File: config.mk
export PLATFORM = sky130hd
export DESIGN_NAME = ppf_fifo
export DESIGN_NICKNAME = d
export VERILOG_FILES = /design/src/rtl/ppf_fifo.sv
export SDC_FILE = /design/constraint.sdc
export NUM_CORES = 1
export LEC_CHECK = 0
export ABC_AREA = 1
export BUFFER_PORTS_ARGS = -buffer_cell sky130_fd_sc_hd__buf_2
export CORE_MARGIN = 5
export CORE_UTILIZATION = 44
export DETAILED_ROUTE_END_ITERATION = 16
export PLACE_DENSITY_LB_ADDON = 0.3
export RECOVER_POWER = 100
export SLEW_MARGIN = 20
export SYNTH_ARGS = -nofsm -noshare
export SYNTH_HDL_FRONTEND = slang
export SYNTH_SLANG_ARGS = --single-unit
File: constraint.sdc
create_clock -name i_clk -period 1.29 [get_ports i_clk]
set_input_delay 0.0645 -clock i_clk [delete_from_list [all_inputs] [get_ports i_clk]]
set_output_delay 0.0645 -clock i_clk [all_outputs]
set_load 0.01 [all_outputs]
File: src/rtl/ppf_fifo.sv
// Small show-ahead queue built from registers.
// Used between the front and back ends and for results; depends on nothing.
module ppf_fifo #(
    parameter int W     = 8,
    parameter int DEPTH = 2
) (
    input  logic         i_clk,
    input  logic         i_rst_n,
    input  logic         i_push,
    output logic         o_full,
    input  logic [W-1:0] i_data,
    input  logic         i_pop,
    output logic         o_empty,
    output logic [W-1:0] o_data
);
    localparam int PW = (DEPTH > 1) ? $clog2(DEPTH) : 1;
    localparam int CW = $clog2(DEPTH + 1);

    logic [W-1:0]  r_mem [DEPTH];
    logic [PW-1:0] r_wr_ptr;
    logic [PW-1:0] r_rd_ptr;
    logic [CW-1:0] r_count;
    logic          do_push;
    logic          do_pop;

    assign o_full  = (r_count == CW'(DEPTH));
    assign o_empty = (r_count == '0);
    assign do_push = i_push && !o_full;
    assign do_pop  = i_pop && !o_empty;
    assign o_data  = r_mem[r_rd_ptr];

    // advance pointers and count
    always_ff @(posedge i_clk) begin
        if (!i_rst_n) begin
            r_wr_ptr <= '0;
            r_rd_ptr <= '0;
            r_count  <= '0;
        end else begin
            if (do_push) begin
                r_wr_ptr <= (r_wr_ptr == PW'(DEPTH - 1)) ? '0 : r_wr_ptr + PW'(1);
            end
            if (do_pop) begin
                r_rd_ptr <= (r_rd_ptr == PW'(DEPTH - 1)) ? '0 : r_rd_ptr + PW'(1);
            end
            if (do_push && !do_pop) begin
                r_count <= r_count + CW'(1);
            end else if (do_pop && !do_push) begin
                r_count <= r_count - CW'(1);
            end
        end
    end

    // store the entry
    always_ff @(posedge i_clk) begin
        if (do_push) begin
            r_mem[r_wr_ptr] <= i_data;
        end
    end

endmodule

== Word level (Yosys, flattened, before mapping) ==
Memories as Yosys holds them, arrays and structs flattened. A register that Yosys moved wholly into a read port is not among the register bits.
Index checks and enable logic that the tools add are counted.
W data, S select, Z words.

* Register bits after elaboration: 4
* Memory bits (writable): 16
* Input bits: 12
* Output and inout bits: 10
* Word-level logic and storage cells: 27
* Memories kept: 1

* Add/sub/neg operators: 4
* Equality and inequality tests: 1
* Muxes and demuxes: 8
* Reduce and logical (&&, ||, !) cells: 10

{| class="wikitable"
|+ Memories
! name !! words !! bits a word !! read ports !! clocked after Yosys merged registers in !! wr ports !! RTL line !! source
|-
| r_mem || 2 || 8 || 1 || 1 || 1 || 19 || <nowiki>logic [W-1:0] r_mem [DEPTH];</nowiki>
|}

{| class="wikitable"
|+ Operators by type and width
! kind !! count
|-
| $mux W1 || 6
|-
| $logic_and A1 B1 Y1 || 4
|-
| $logic_not A1 Y1 || 4
|-
| $mux W2 || 2
|-
| $add A1 B1 Y1 const B || 2
|-
| $add A2 B1 Y2 const B || 1
|-
| $eq A2 B2 Y1 const B || 1
|-
| $logic_not A2 Y1 || 1
|-
| $reduce_bool A2 Y1 || 1
|-
| $sub A2 B1 Y2 const B || 1
|}

== Depth between registers and ports, before layout ==
* Depth after elaboration: 7
* Depth in mapped cells: 10
* Mapped depth without buffers: 10

== Worst setup path before layout ==
No wires, ideal clock.

* Path kind: reg2reg
* From: register r_count[0]
* To: register r_count[1]
* Library setup time: 0.064 ns
* Data arrival time: 1.258 ns
* Data required time: 1.226 ns
* Setup slack: -0.032 ns
* Stages on the path, launching flop included: 10
* Buffers on the path: 0
* Clock period less this slack: 1.322 ns
* Path through: dfxtp_1 nor2_1 nor2_2 inv_1 ha_1 inv_1 nand3_1 nand2_1 inv_1 nor2_1

* Cells in the longest elaborated chain, start to end: 6
* Elaborated cells between the ends (all ways): 15
* Those cells by class: add/sub: 2; eq/ne: 1; mux: 2; reduce/logical: 10

{| class="wikitable"
|+ RTL lines
! what !! RTL line !! source
|-
| start: declaration || 22 || <nowiki>logic [CW-1:0] r_count;</nowiki>
|-
| start signal: assignment || 46 || <nowiki>r_count <= r_count + CW'(1);</nowiki>
|-
| start signal: assignment || 48 || <nowiki>r_count <= r_count - CW'(1);</nowiki>
|-
| $logic_not A2 Y1 (*) || 27 || <nowiki>assign o_empty = (r_count == '0);</nowiki>
|-
| named net o_empty || 13 || <nowiki>output logic o_empty,</nowiki>
|-
| $logic_not A1 Y1 (*) || 29 || <nowiki>assign do_pop = i_pop && !o_empty;</nowiki>
|-
| $logic_and A1 B1 Y1 (*) || 29 ||
|-
| $logic_not A1 Y1 || 45 || <nowiki>if (do_push && !do_pop) begin</nowiki>
|-
| $logic_and A1 B1 Y1 || 45 ||
|-
| $mux W2 or $reduce_bool A2 Y1 (tied branches) || - ||
|}

The timed path passes the listed nets; every way through them passes the cells marked *. The select of a mux whose other input is x is not followed.
A chain may end at the register's enable or synchronous reset.

== Worst setup path in the final report ==
* From: register r_count[1]
* To: register r_count[1]

* Cells in the longest elaborated chain, start to end: 6
* Elaborated cells between the ends (all ways): 15
* Those cells by class: add/sub: 2; eq/ne: 1; mux: 2; reduce/logical: 10

{| class="wikitable"
|+ RTL lines
! what !! RTL line
|-
| $eq A2 B2 Y1 or $logic_not A2 Y1 (tied branches) || 26, 27
|-
| $logic_not A1 Y1 (on tied branches) || 28, 29
|-
| $logic_and A1 B1 Y1 (on tied branches) || 28, 29
|-
| $logic_not A1 Y1 (on tied branches) || 47, 45
|-
| $logic_and A1 B1 Y1 (on tied branches) || 47, 45
|-
| $reduce_bool A2 Y1 (no line) or $mux W2 (tied branches) || -
|}

Several ways; a longest one is shown, not always the timed one. The select of a mux whose other input is x is not followed.

==> flow_summary.yaml <==
run_status:
  status: "finished, final reports clean"
clock_network:
  cts_tree: "yes"
  htreeDepth: 1
  cts.clk_slew.worst_paths_ps: 120
  clock_latency_ps: 310
  cts_buffers: 3
  cts.sinks: 21
  cts-root-buf: "clkbuf_4"
  cts.path.max_buffers: 2
sta:
  final_max_slew_viol_count: 0
  setup_violations: 0
  slew_headroom_pct: 89.1
  rsz0062_at_grt: "true"
  clock_skew_ps: 6.62
  fmaxAchievable_mhz: 775
  finalCritPeriodShare_pct: 100
  hold_violations: 0
  worst_pin_slew_ps: 161
  fin_crit_ps: 1290
place:
  dpl.hpwl_mm: 1.13
  place_congestion: 0.678
  dp_cells: 114
  io_buffers: 21
synth:
  synth_adder_area_share_pct: 1.52
  synth_compound_area_share_pct: 2.89
  synth_nets: 76
  synth.area.mux_share_pct: 10.9
  synthSimpleGateAreaFrac_pct: 9.42
  ys_ff_latch: 21
  synth_top_family_by_area: "multiplexers"
  synth.distinct_cells: 15
  synth_seq_area_share_pct: 70.5
  synthXorXnorAreaFrac_pct: 0
  ys_warn_count: 0
  synthCells: 63
  avgSynthCellArea_sq_um: 13.1
  syn_area_sq_um: 823
global_routing:
  grt_usage_pct: 12.8
  grt_pass1_wl_mm: 2.50
  antenna_found_initial: 0
  grt_pass1_vias: 628
  grt-ovfl-total: 0
  grt_max_degree: 13
floorplanning:
  rows: 15
  die_h_um: 53.3
  core_area_sq_um: 1750
  dieArea_sq_um: 2840
  start_util_pct: 47.2
  die_x_um: 53.3
  pin_count: 22
finish:
  num-fill-cells: 132
  drive_above_1_share_pct: 49.1
  nets: 120
  syn2layout_area_growth_pct: 43.2
  multi_input_area_sq_um: 231
  antennaDiodeCount: 0
  register_area_sq_um: 589
  instances_no_fill: 131
detailed_routing:
  dr.first_iter.drc_count: 17
  drt_pass1_iterations: 4
  drt-met1-wl_um: 584
  vias_per_cell: 4.75
  wl_mm: 1.66
  dr_wl_met3_um: 84
  top_layer: "met4"
  ant_nets: 0
  vias: 622
  wl_met2_um: 943
  post_drt_wl_per_cell_um: 12.7
  drc_errors: 0
worst_setup_path:
  worst_setup_path_end_kind: "register"
  crit_path_max_fanout: 3
  critPathLaunchType: "register"
  worstPathRequired_ps: 1520
  arrival_ps: 1510
  path_class: "register to register"
pwr:
  max-vdd-ir-drop_mv: 1.03
  p_leak_nw: 0.489
  power_density_nw_per_um2: 1780
  power_w: 0.00210
worst_hold_path:
  hold_path.class: "primary input to register"
run:
  cap_violations: 0
[final timing paths]
check / slack, ps / depth (start not counted) / start / to
min reg2reg: 520 / 2 / r_rd_ptr$_SDFFE_PN0P_ / register
min: 220 / 5 / i_push / r_wr_ptr$_SDFFE_PN0N_
max: 0.1 / 9 / r_count[1]$_SDFFE_PN0P_ / r_count[1]$_SDFFE_PN0P_
max reg2reg: 0.1 / 9 / r_count[1]$_SDFFE_PN0P_ / r_count[1]$_SDFFE_PN0P_
[power breakdown]
group	leakage, nW	total (W)	switching (W)	internal, W
clock network	0.0177	0.000318	0.000202	0.000116
logic	0.279	0.000813	0.000401	0.000413
registers	0.192	0.000971	0.0000916	0.000880
total	0.489	0.00210	0.000694	0.00141
[worst max-delay path: stages, from the launching register on]
cell	delay [ps]
dfxtp_2	380
inv_2	60
o21ai_4	160
inv_2	70
ha_4	280
inv_2	40
nand3_2	60
nand2_1	60
inv_1	60
nor2_1	30
[final cells by class]
type                            instances  area share [%]
Sequential cell                        21            50.0
Timing Repair Buffer                   40            22.5
Multi-Input combinational cell         32            19.6
Inverter                                9            2.87
Tap cell                               25            2.65
Clock buffer                            3            1.91
Clock inverter                          1           0.425
[stage by stage]
stage | setup slack (ps) | TNS [ps] | util, % | instance area (sq um) | hold WS [ps]
after floorplan | 19.5 | 0 | - | 825 | 163
after global placement | 8.07 | 0 | 57.3 | 1000 | 252
after detailed placement | -67.8 | -94.7 | 57.3 | 1000 | 258
after CTS | -9.87 | -16.6 | 65.4 | 1140 | 139
after global routing | -61.0 | -496 | 67.5 | 1180 | 221
final | 0.144 | 0 | 67.5 | 1180 | 222
[routing by layer]
metal | GRT usage (%) | vias to the layer above
met3 | 2.82 | 5
li1 | - | 299
met5 | 0 | -
met1 | 12.2 | 292
met2 | 23.7 | 26
met4 | 8.94 | 0
[registers in the layout, indices dropped and copies added, names as in the netlist, named ones only]
signal	flops
r_count	2
r_wr_ptr	1
r_mem	16
r_rd_ptr	1
[logic make-up (layout without fill, tap and decap cells)]
| group | count (synthesis) | in the layout |
|---|---|---|
| DFF | 21 | 21 |
| and+or+nand+nor | 19 | 19 |
| buffers and inverters | 10 | 53 |
| muxes | 8 | 8 |
| AOI/OAI and AO/OA | 4 | 4 |
| adders and majority gates | 1 | 1 |
[cell usage after synthesis, drive strengths merged]
cell,count,area share (%)
edfxtp,16,58
nor2,11,5.3
inv,9,4.1
mux2,8,11
nand2,6,2.7
dfxtp,5,12
o21ai,3,2.3
a21oi,1,0.61
buf,1,0.61
ha,1,1.5
nand3,1,0.61
nand4,1,0.76
[cells in the final DEF, fill, tap and decap left out, types with 2 or more instances in the layout]
cell,netlist,layout
buf_2,1,17
buf_4,0,10
clkbuf_1,0,4
clkbuf_4,0,3
dfxtp_1,5,2
dfxtp_4,0,2
dlygate4sd3_1,0,9
edfxtp_1,16,16
inv_1,8,4
inv_2,1,5
mux2_2,8,8
nand2_1,6,6
nor2_1,10,9
nor2_2,1,2
o21ai_0,2,2
[timing repair]
action,4_1_cts,5_1_grt
gates resized for setup,7,5
endpoints found under the hold margin,17,0
pin swaps,0,4
hold buffers,9,0
endpoints found under the setup margin,10,10
buffers inserted,0,4
No activity file was read; power rests on OpenSTA's default activity.
