$ cat src/rtl/ppf_pkg.sv
// Shared types and constants for the packed pixel fill engine.
// Holds configuration and job types, operation and register codes.
// Used by the top level, the front end and the back end; depends on nothing.
package ppf_pkg;

    // default limits of the frame store
    localparam int MAX_WIDTH           = 256;
    localparam int MAX_HEIGHT          = 256;
    localparam int MAX_BYTES_PER_PIXEL = 4;
    localparam int QUEUE_DEPTH         = 2;

    // configuration register indexes
    localparam logic [1:0] CFG_FRAME_WIDTH     = 2'd0;
    localparam logic [1:0] CFG_FRAME_HEIGHT    = 2'd1;
    localparam logic [1:0] CFG_BYTES_PER_PIXEL = 2'd2;

    // command codes
    localparam logic [2:0] OP_READ  = 3'd0;
    localparam logic [2:0] OP_WRITE = 3'd1;
    localparam logic [2:0] OP_HLINE = 3'd2;
    localparam logic [2:0] OP_VLINE = 3'd3;
    localparam logic [2:0] OP_RECT  = 3'd4;
    localparam logic [2:0] OP_CLEAR = 3'd5;

    // job kinds handed from front to back
    localparam logic [1:0] JOB_NONE = 2'd0;
    localparam logic [1:0] JOB_READ = 2'd1;
    localparam logic [1:0] JOB_FILL = 2'd2;

    typedef struct packed {
        logic [8:0] frame_width;
        logic [8:0] frame_height;
        logic [2:0] bytes_per_pixel;
    } t_cfg;

    typedef struct packed {
        logic [1:0]  kind;
        logic [8:0]  cols;
        logic [8:0]  rows;
        logic [31:0] color;
        logic        clip;
    } t_job;

endpackage

$ cat src/rtl/ppf_front.sv
// Front end: accepts commands, clips them to the frame, computes start address.
// Depends on ppf_pkg for the configuration and job types and the codes.
module ppf_front #(
    parameter int ADDR_W = 18
) (
    input  logic               i_clk,
    input  logic               i_rst_n,
    input  ppf_pkg::t_cfg      i_cfg,
    input  logic               i_push,
    output logic               o_full,
    input  logic [2:0]         i_op,
    input  logic [7:0]         i_pos_x,
    input  logic [7:0]         i_pos_y,
    input  logic [8:0]         i_span_w,
    input  logic [8:0]         i_span_h,
    input  logic [31:0]        i_color,
    output logic               o_job_push,
    input  logic               i_job_full,
    output ppf_pkg::t_job      o_job,
    output logic [ADDR_W-1:0]  o_job_addr
);
    localparam logic [1:0] F_IDLE = 2'd0;
    localparam logic [1:0] F_MUL  = 2'd1;
    localparam logic [1:0] F_PUSH = 2'd2;

    logic [1:0]  r_state;
    logic [2:0]  r_op;
    logic [7:0]  r_px;
    logic [7:0]  r_py;
    logic [8:0]  r_sw;
    logic [8:0]  r_sh;
    logic [31:0] r_color;
    logic [17:0] r_lin;

    logic [8:0]  ew;
    logic [8:0]  eh;
    logic [9:0]  xend;
    logic [9:0]  yend;
    logic        clip_x;
    logic        clip_y;
    logic        in_x;
    logic        in_y;
    logic [8:0]  xlim;
    logic [8:0]  ylim;
    logic [8:0]  cols;
    logic [8:0]  rows;
    logic [20:0] byte_full;

    assign o_full     = (r_state != F_IDLE);
    assign o_job_push = (r_state == F_PUSH) && !i_job_full;

    // hold the command, then form the linear pixel index
    always_ff @(posedge i_clk) begin
        if (!i_rst_n) begin
            r_state <= F_IDLE;
        end else begin
            case (r_state)
                F_IDLE: begin
                    if (i_push) begin
                        r_op    <= i_op;
                        r_px    <= i_pos_x;
                        r_py    <= i_pos_y;
                        r_sw    <= i_span_w;
                        r_sh    <= i_span_h;
                        r_color <= i_color;
                        r_state <= F_MUL;
                    end
                end
                F_MUL: begin
                    r_lin   <= ({10'b0, r_py} * {9'b0, i_cfg.frame_width}) + {10'b0, r_px};
                    r_state <= F_PUSH;
                end
                F_PUSH: begin
                    if (!i_job_full) begin
                        r_state <= F_IDLE;
                    end
                end
                default: begin
                    r_state <= F_IDLE;
                end
            endcase
        end
    end

    // effective span per command
    always_comb begin
        case (r_op)
            ppf_pkg::OP_WRITE: begin ew = 9'd1;  eh = 9'd1; end
            ppf_pkg::OP_HLINE: begin ew = r_sw;  eh = 9'd1; end
            ppf_pkg::OP_VLINE: begin ew = 9'd1;  eh = r_sh; end
            ppf_pkg::OP_RECT:  begin ew = r_sw;  eh = r_sh; end
            default:           begin ew = 9'd0;  eh = 9'd0; end
        endcase
    end

    // clip the span against the frame edges
    assign xend   = {2'b0, r_px} + {1'b0, ew};
    assign yend   = {2'b0, r_py} + {1'b0, eh};
    assign clip_x = (xend > {1'b0, i_cfg.frame_width});
    assign clip_y = (yend > {1'b0, i_cfg.frame_height});
    assign in_x   = ({1'b0, r_px} < i_cfg.frame_width);
    assign in_y   = ({1'b0, r_py} < i_cfg.frame_height);
    assign xlim   = clip_x ? i_cfg.frame_width : xend[8:0];
    assign ylim   = clip_y ? i_cfg.frame_height : yend[8:0];
    assign cols   = xlim - {1'b0, r_px};
    assign rows   = ylim - {1'b0, r_py};

    assign byte_full = {3'b0, r_lin} * {18'b0, i_cfg.bytes_per_pixel};

    // classify into a job for the back end
    always_comb begin
        o_job.color = r_color;
        o_job.cols  = cols;
        o_job.rows  = rows;
        o_job.kind  = ppf_pkg::JOB_NONE;
        o_job.clip  = 1'b0;
        o_job_addr  = ADDR_W'(byte_full);
        case (r_op)
            ppf_pkg::OP_READ: begin
                o_job.cols = 9'd1;
                o_job.rows = 9'd1;
                o_job.kind = (in_x && in_y) ? ppf_pkg::JOB_READ : ppf_pkg::JOB_NONE;
                o_job.clip = !(in_x && in_y);
            end
            ppf_pkg::OP_WRITE, ppf_pkg::OP_HLINE, ppf_pkg::OP_VLINE, ppf_pkg::OP_RECT: begin
                if (ew != 9'd0 && eh != 9'd0) begin
                    o_job.clip = clip_x || clip_y;
                    o_job.kind = (in_x && in_y) ? ppf_pkg::JOB_FILL : ppf_pkg::JOB_NONE;
                end
            end
            ppf_pkg::OP_CLEAR: begin
                o_job.kind = ppf_pkg::JOB_FILL;
                o_job.cols = i_cfg.frame_width;
                o_job.rows = i_cfg.frame_height;
                o_job_addr = '0;
            end
            default: begin
                o_job.kind = ppf_pkg::JOB_NONE;
            end
        endcase
    end

endmodule

$ cat config.mk
export PLATFORM = sky130hd
export DESIGN_NAME = ppf_front
export DESIGN_NICKNAME = d
export VERILOG_FILES = /design/src/rtl/ppf_pkg.sv /design/src/rtl/ppf_front.sv
export SDC_FILE = /design/constraint.sdc
export NUM_CORES = 1
export LEC_CHECK = 0
export BUFFER_PORTS_ARGS = -buffer_cell sky130_fd_sc_hd__buf_2
export CORE_MARGIN = 3
export CORE_UTILIZATION = 63
export CTS_CLUSTER_SIZE = 30
export DETAILED_ROUTE_END_ITERATION = 12
export PLACE_DENSITY = 0.89
export SYNTH_ARGS = -nofsm -noshare
export SYNTH_HDL_FRONTEND = slang
export SYNTH_SLANG_ARGS = --single-unit
$ cat constraint.sdc
create_clock -name i_clk -period 13.4 [get_ports i_clk]
set_clock_uncertainty 0.05 [all_clocks]
set_input_delay 1.34 -clock i_clk [delete_from_list [all_inputs] [get_ports i_clk]]
set_output_delay 1.34 -clock i_clk [all_outputs]
set_load 0.005 [all_outputs]
# Word level (Yosys, flattened, before mapping)
# Index checks and enable logic that the tools add are counted.
dict set report word_totals {
  in_bits 94
  register_bits 89
  elab_cells 62
  out_inout_bits 73
}
dict set report op_classes {
  n_addsub 5
  multipliers 2
  n_lt_le_gt_ge 4
  n_eq_ne 9
  mux 15
  reduce_logical 19
}
# operator n
set ops {}
lappend ops {{$pmux 18 s2} 1}
lappend ops {{$pmux 9 s2} 2}
lappend ops {{$add 8x9->10} 2}
lappend ops {{$gt 10x9->1} 2}
lappend ops {{$add 17x8->18} 1}
lappend ops {{$lt 8x9->1} 2}
lappend ops {{$mul 18x3->18} 1}
lappend ops {{$mux 18} 1}
lappend ops {{$mux 9} 2}
lappend ops {{$reduce_bool 9->1} 2}
lappend ops {{$sub 9x8->9} 2}
lappend ops {{$mul 8x9->17} 1}
lappend ops {{$pmux 2 s3} 2}
lappend ops {{$mux 2} 4}
lappend ops {{$reduce_or 2->1} 4}
lappend ops {{$eq 3x2->1 const B} 2}
lappend ops {{$eq 3x3->1 const B} 2}
lappend ops {{$ne 2x2->1 const B} 2}
lappend ops {{$reduce_and 2->1} 2}
lappend ops {{$reduce_or 4->1} 1}
lappend ops {{$eq 3x1->1 const B} 1}
lappend ops {{$logic_and 1x1->1} 3}
lappend ops {{$logic_not 3->1} 1}
lappend ops {{$reduce_and 3->1} 1}
lappend ops {{other kinds (8)} 10}

# Logic depth before layout (Yosys ltp)
dict set report depth {
  word_depth 8
  ltp_mapped 30
  ltp_nobuf 28
}

# Worst setup path before layout
# No wires, ideal clock.
dict set report synth_path {
  path_kind {in2reg}
  startpoint {input port i_push}
  endpoint {register r_color[0] (enable)}
  setup_time_ns 0.669
  path_stages 1
  n_path_buf 0
  path_slack_ns 4.750
  required_time_ns 12.681
  t_arrival_ns 7.931
  cell_sequence {nor4bb_1}
}
dict set report synth_between {
  elab_chain_len 1
}
# element line
set synth_lines {}
lappend synth_lines {{from (decl)} ppf_front.sv:9} ;# input logic i_push,
lappend synth_lines {{$reduce_and 3->1 (no line)} n/a}
lappend synth_lines {{to (signal assigned)} ppf_front.sv:65} ;# r_color <= i_color;
lappend synth_lines {{to (decl)} ppf_front.sv:32} ;# logic [31:0] r_color;
# Every way passes these cells.
# A chain may end at the register's enable or synchronous reset.

==> flow_summary.ini <==
[status]
status = finished, final reports clean

[synth]
synth_fp_nets = 1266
netlist_top_cells_area = sky130_fd_sc_hd__edfxtp_1 (28%), sky130_fd_sc_hd__ha_1 (16%), sky130_fd_sc_hd__fa_1 (15%), sky130_fd_sc_hd__inv_1 (5.0%), sky130_fd_sc_hd__nand2_1 (4.8%)
per_instance_average_area_after_synthesis_um2 = 9.58
yosysTopAreaCell = sky130_fd_sc_hd__edfxtp_1
synth_common_cells = sky130_fd_sc_hd__inv_1 (124), sky130_fd_sc_hd__ha_1 (122), sky130_fd_sc_hd__nand2_1 (120)
fraction_of_registers_with_async_set_or_reset_after_synthesis_pct = 0
synth-edff-count = 87
most_used_flip_flop_cell_after_synthesis = sky130_fd_sc_hd__edfxtp_1
syn_inst = 980
synthesis.area_um2 = 9390
share_of_yosys_cell_area_claimed_by_the_top_area_cell_type_pct = 27.8
unique_masters_post_synth = 65
yosysWarningCount = 0
seq_area_frac_synth_pct = 28.3
yosys_register_bits = 89
yosysMostFrequentCell = sky130_fd_sc_hd__inv_1

[floorplan]
die_h_um = 128
core_area_um2 = 14200
floorplan.io_pins = 167
placementRows = 43
die-width_um = 128
total_die_area_um2 = 16400
initial_core_util_pct = 66.1

[layout]
antenna_cells = 0
layout-area-overhead-vs-synth_pct = 13.4
drive_gt1_share_pct = 18.6
layout.core_utilization_pct = 74.9
fin_nets = 1418
design_area_um2 = 10600

[clock_network]
cts-resized-gates = 0
cts_made_buffers = 9
clock_sink_count = 89
clkSlewWorstSetupHoldPaths_ns = 0.07
post_cts_setup_buffer_count = 0
cts-hold-fix-buffers = 0
cts.path.max_buffers = 2
cts_tree = yes
clk-insertion-delay-late_ns = 0.35
cts_max_level = 3
cts-root-buf = sky130_fd_sc_hd__clkbuf_16

[global_routing]
gr-max-usage-layer = met2
grt_max_degree = 70
grt_util_met2_pct = 49.4
groute.layer.met3.usage_pct = 5.75
grt_antenna_before_repair = 0
grt_overflow = 0
gr-usage-all-layers_pct = 28.1
grt_pass1_vias = 7805
globalRouteMet1Util_pct = 33.8
wire_length_of_the_first_global_routing_pass_um = 36800

[sta]
fin_crit_ns = 7.92
timing.slew.headroom_pct = 27.1
maxClockFrequency_mhz = 126
period_share_pct = 59.1
finalHoldViolCount = 0
grt_setup_unrepaired = false
final-setup-viol-count = 0
worst-slew-pin-transition_ns = 1.09
maxSlewViolCount = 0
fin_setup_tns_ns = 0

[pwr]
share_comb_of_total_power_pct = 52.5
flop_pwr_share_pct = 27.5
share_clk_of_total_power_pct = 20.0
p_sw_share_pct = 38.3
ir_drop_v = 0.000117
power.leakage_nw = 5.18
power_density_nw_per_um2 = 122
switching_power_mw = 0.497
internal_power_mw = 0.799

[drt]
vias = 7713
drtIter0Drc = 504
routed_wl_um = 22400
final_antenna_net_count = 0
detailedRoute.firstPassIterationCount = 5
post_drt_via_cell_ratio = 5.86
route.detailed.wl_per_inst_um = 17.0
remaining_drc_errors = 0

[placement]
place_hpwl_um = 18200
place.gp.congestion = 0.923
port_buffers = 166
postPlaceCellArea_um2 = 10300

[flow_run]
drv.max_cap_violation_count = 0

[setup_path]
category_of_the_worst_setup_path_launch_point = flip-flop
path_max_fanout = 13
worstPathArrival_ns = 6.53
cp_data_required_time_ns = 12.01
crit_path_end_kind = output pin
worst_setup_path_class = flip-flop to output pin

[worst_hold_path]
worst_hold_path_type = flip-flop to flip-flop
[stage by stage]
step | hold slack, ns | setup WS [ns] | power, mW | instances
5_1_grt | 0.575 | 5.06 | 1.40 | 1317
3_3_place_gp | 0.510 | 6.24 | 0.998 | 1301
6_report | 0.535 | 5.48 | 1.30 | 1317
2_1_floorplan | 0.426 | 4.75 | 0.856 | 980
3_5_place_dp | 0.528 | 5.97 | 1.02 | 1301
4_1_cts | 0.537 | 5.56 | 1.29 | 1317
[path summary, 6_finish.rpt]
check	startpoint	to	slack, ns	cells after the start
min	r_state[0]$_SDFFE_PN0P_	r_state[1]$_SDFFE_PN0P_	0.53	2
min reg2reg	r_state[0]$_SDFFE_PN0P_	r_state[1]$_SDFFE_PN0P_	0.53	2
max	r_op[1]$_DFFE_PP_	o_job[41]	5.48	26
max reg2reg	r_py[4]$_DFFE_PP_	r_lin[17]$_DFFE_PP_	8.55	13
[flip-flops by register name (all words and copies together), names as in the netlist]
name and flops:
r_py 8, r_op 3, r_sw 9, r_state 2, r_px 8, r_lin 18
r_sh 9, r_color 32
[power by group through the flow]
stage | sequential, mW | combinational (mW) | clock (mW)
floorplan | 0.359 | 0.497 | 0
global placement | 0.362 | 0.636 | 0
detailed placement | 0.362 | 0.661 | 0
CTS | 0.356 | 0.675 | 0.263
global route | 0.359 | 0.766 | 0.273
finish | 0.357 | 0.680 | 0.259
[layer usage]
layer	share of wire (%)	vias up	wire [um]
li1	-	3662	-
met4	3.3	0	732
met5	0	-	0
met1	39	3665	8700
met3	7.1	65	1600
met2	51	321	11300
[cells in the final DEF, fill, tap and decap left out, types with 3 or more instances in the layout]
cell	Yosys	layout
sky130_fd_sc_hd__a21boi_0	6	6
sky130_fd_sc_hd__o31ai_1	3	3
sky130_fd_sc_hd__nand2b_1	7	7
sky130_fd_sc_hd__buf_2	1	166
sky130_fd_sc_hd__o21bai_1	4	4
sky130_fd_sc_hd__nand4_1	7	7
sky130_fd_sc_hd__nor2_1	86	85
sky130_fd_sc_hd__o211ai_1	5	5
sky130_fd_sc_hd__nand2_1	120	120
sky130_fd_sc_hd__and2_1	31	31
sky130_fd_sc_hd__o41a_1	3	3
sky130_fd_sc_hd__xnor2_1	28	28
sky130_fd_sc_hd__o21a_1	19	19
sky130_fd_sc_hd__fa_1	70	70
sky130_fd_sc_hd__clkbuf_16	0	9
sky130_fd_sc_hd__edfxtp_1	87	87
sky130_fd_sc_hd__xor2_1	18	18
sky130_fd_sc_hd__inv_1	124	124
sky130_fd_sc_hd__a211oi_1	14	14
sky130_fd_sc_hd__o41ai_1	5	5
sky130_fd_sc_hd__a21oi_1	42	42
sky130_fd_sc_hd__nor2b_1	7	7
sky130_fd_sc_hd__o22ai_1	9	9
sky130_fd_sc_hd__ha_1	122	122
sky130_fd_sc_hd__mux2_2	12	12
sky130_fd_sc_hd__nand3b_1	3	3
sky130_fd_sc_hd__nand3_1	8	8
sky130_fd_sc_hd__nor3_1	14	14
sky130_fd_sc_hd__nor4_1	4	4
sky130_fd_sc_hd__a21o_1	15	15
sky130_fd_sc_hd__o21ai_0	32	32
sky130_fd_sc_hd__or3_1	9	9
[layout make-up]
cell class | instances | area, um2
multi-input combinational | 741 | 6160
fill | 1001 | 3560
sequential | 89 | 2650
timing repair buffer | 167 | 838
inverter | 124 | 465
clock buffer | 10 | 229
tap | 180 | 225
clock inverter | 6 | 75.1
[cells by family after synthesis]
family          synth area share, %
simple gates                   15.2
fa+ha+maj                      31.2
compound gates                 13.3
buf+inv                        6.33
flops                          28.3
xor+xnor                       4.29
mux                            1.44
[worst max-delay path, cell delays in order (launching register included)]
cell and delay, ns:
sky130_fd_sc_hd__edfxtp_1 0.59, sky130_fd_sc_hd__nand2_1 0.19, sky130_fd_sc_hd__o22ai_4 0.29, sky130_fd_sc_hd__and2_1 0.24
sky130_fd_sc_hd__ha_1 0.26, sky130_fd_sc_hd__a211oi_1 0.23, sky130_fd_sc_hd__nor2_1 0.11, sky130_fd_sc_hd__o41a_1 0.35
sky130_fd_sc_hd__nor2_1 0.13, sky130_fd_sc_hd__xnor2_1 0.16, sky130_fd_sc_hd__ha_1 0.30, sky130_fd_sc_hd__a211oi_1 0.25
sky130_fd_sc_hd__o21ai_0 0.12, sky130_fd_sc_hd__o221ai_1 0.21, sky130_fd_sc_hd__o21ai_2 0.24, sky130_fd_sc_hd__a21oi_1 0.21
sky130_fd_sc_hd__ha_1 0.19, sky130_fd_sc_hd__inv_1 0.06, sky130_fd_sc_hd__fa_1 0.40, sky130_fd_sc_hd__a21o_1 0.21
sky130_fd_sc_hd__a211oi_2 0.22, sky130_fd_sc_hd__nor2_1 0.10, sky130_fd_sc_hd__o41a_1 0.37, sky130_fd_sc_hd__or3_1 0.33
sky130_fd_sc_hd__a21o_1 0.18, sky130_fd_sc_hd__o211ai_1 0.10, sky130_fd_sc_hd__buf_2 0.16
Power figures use the tool's default switching activity.
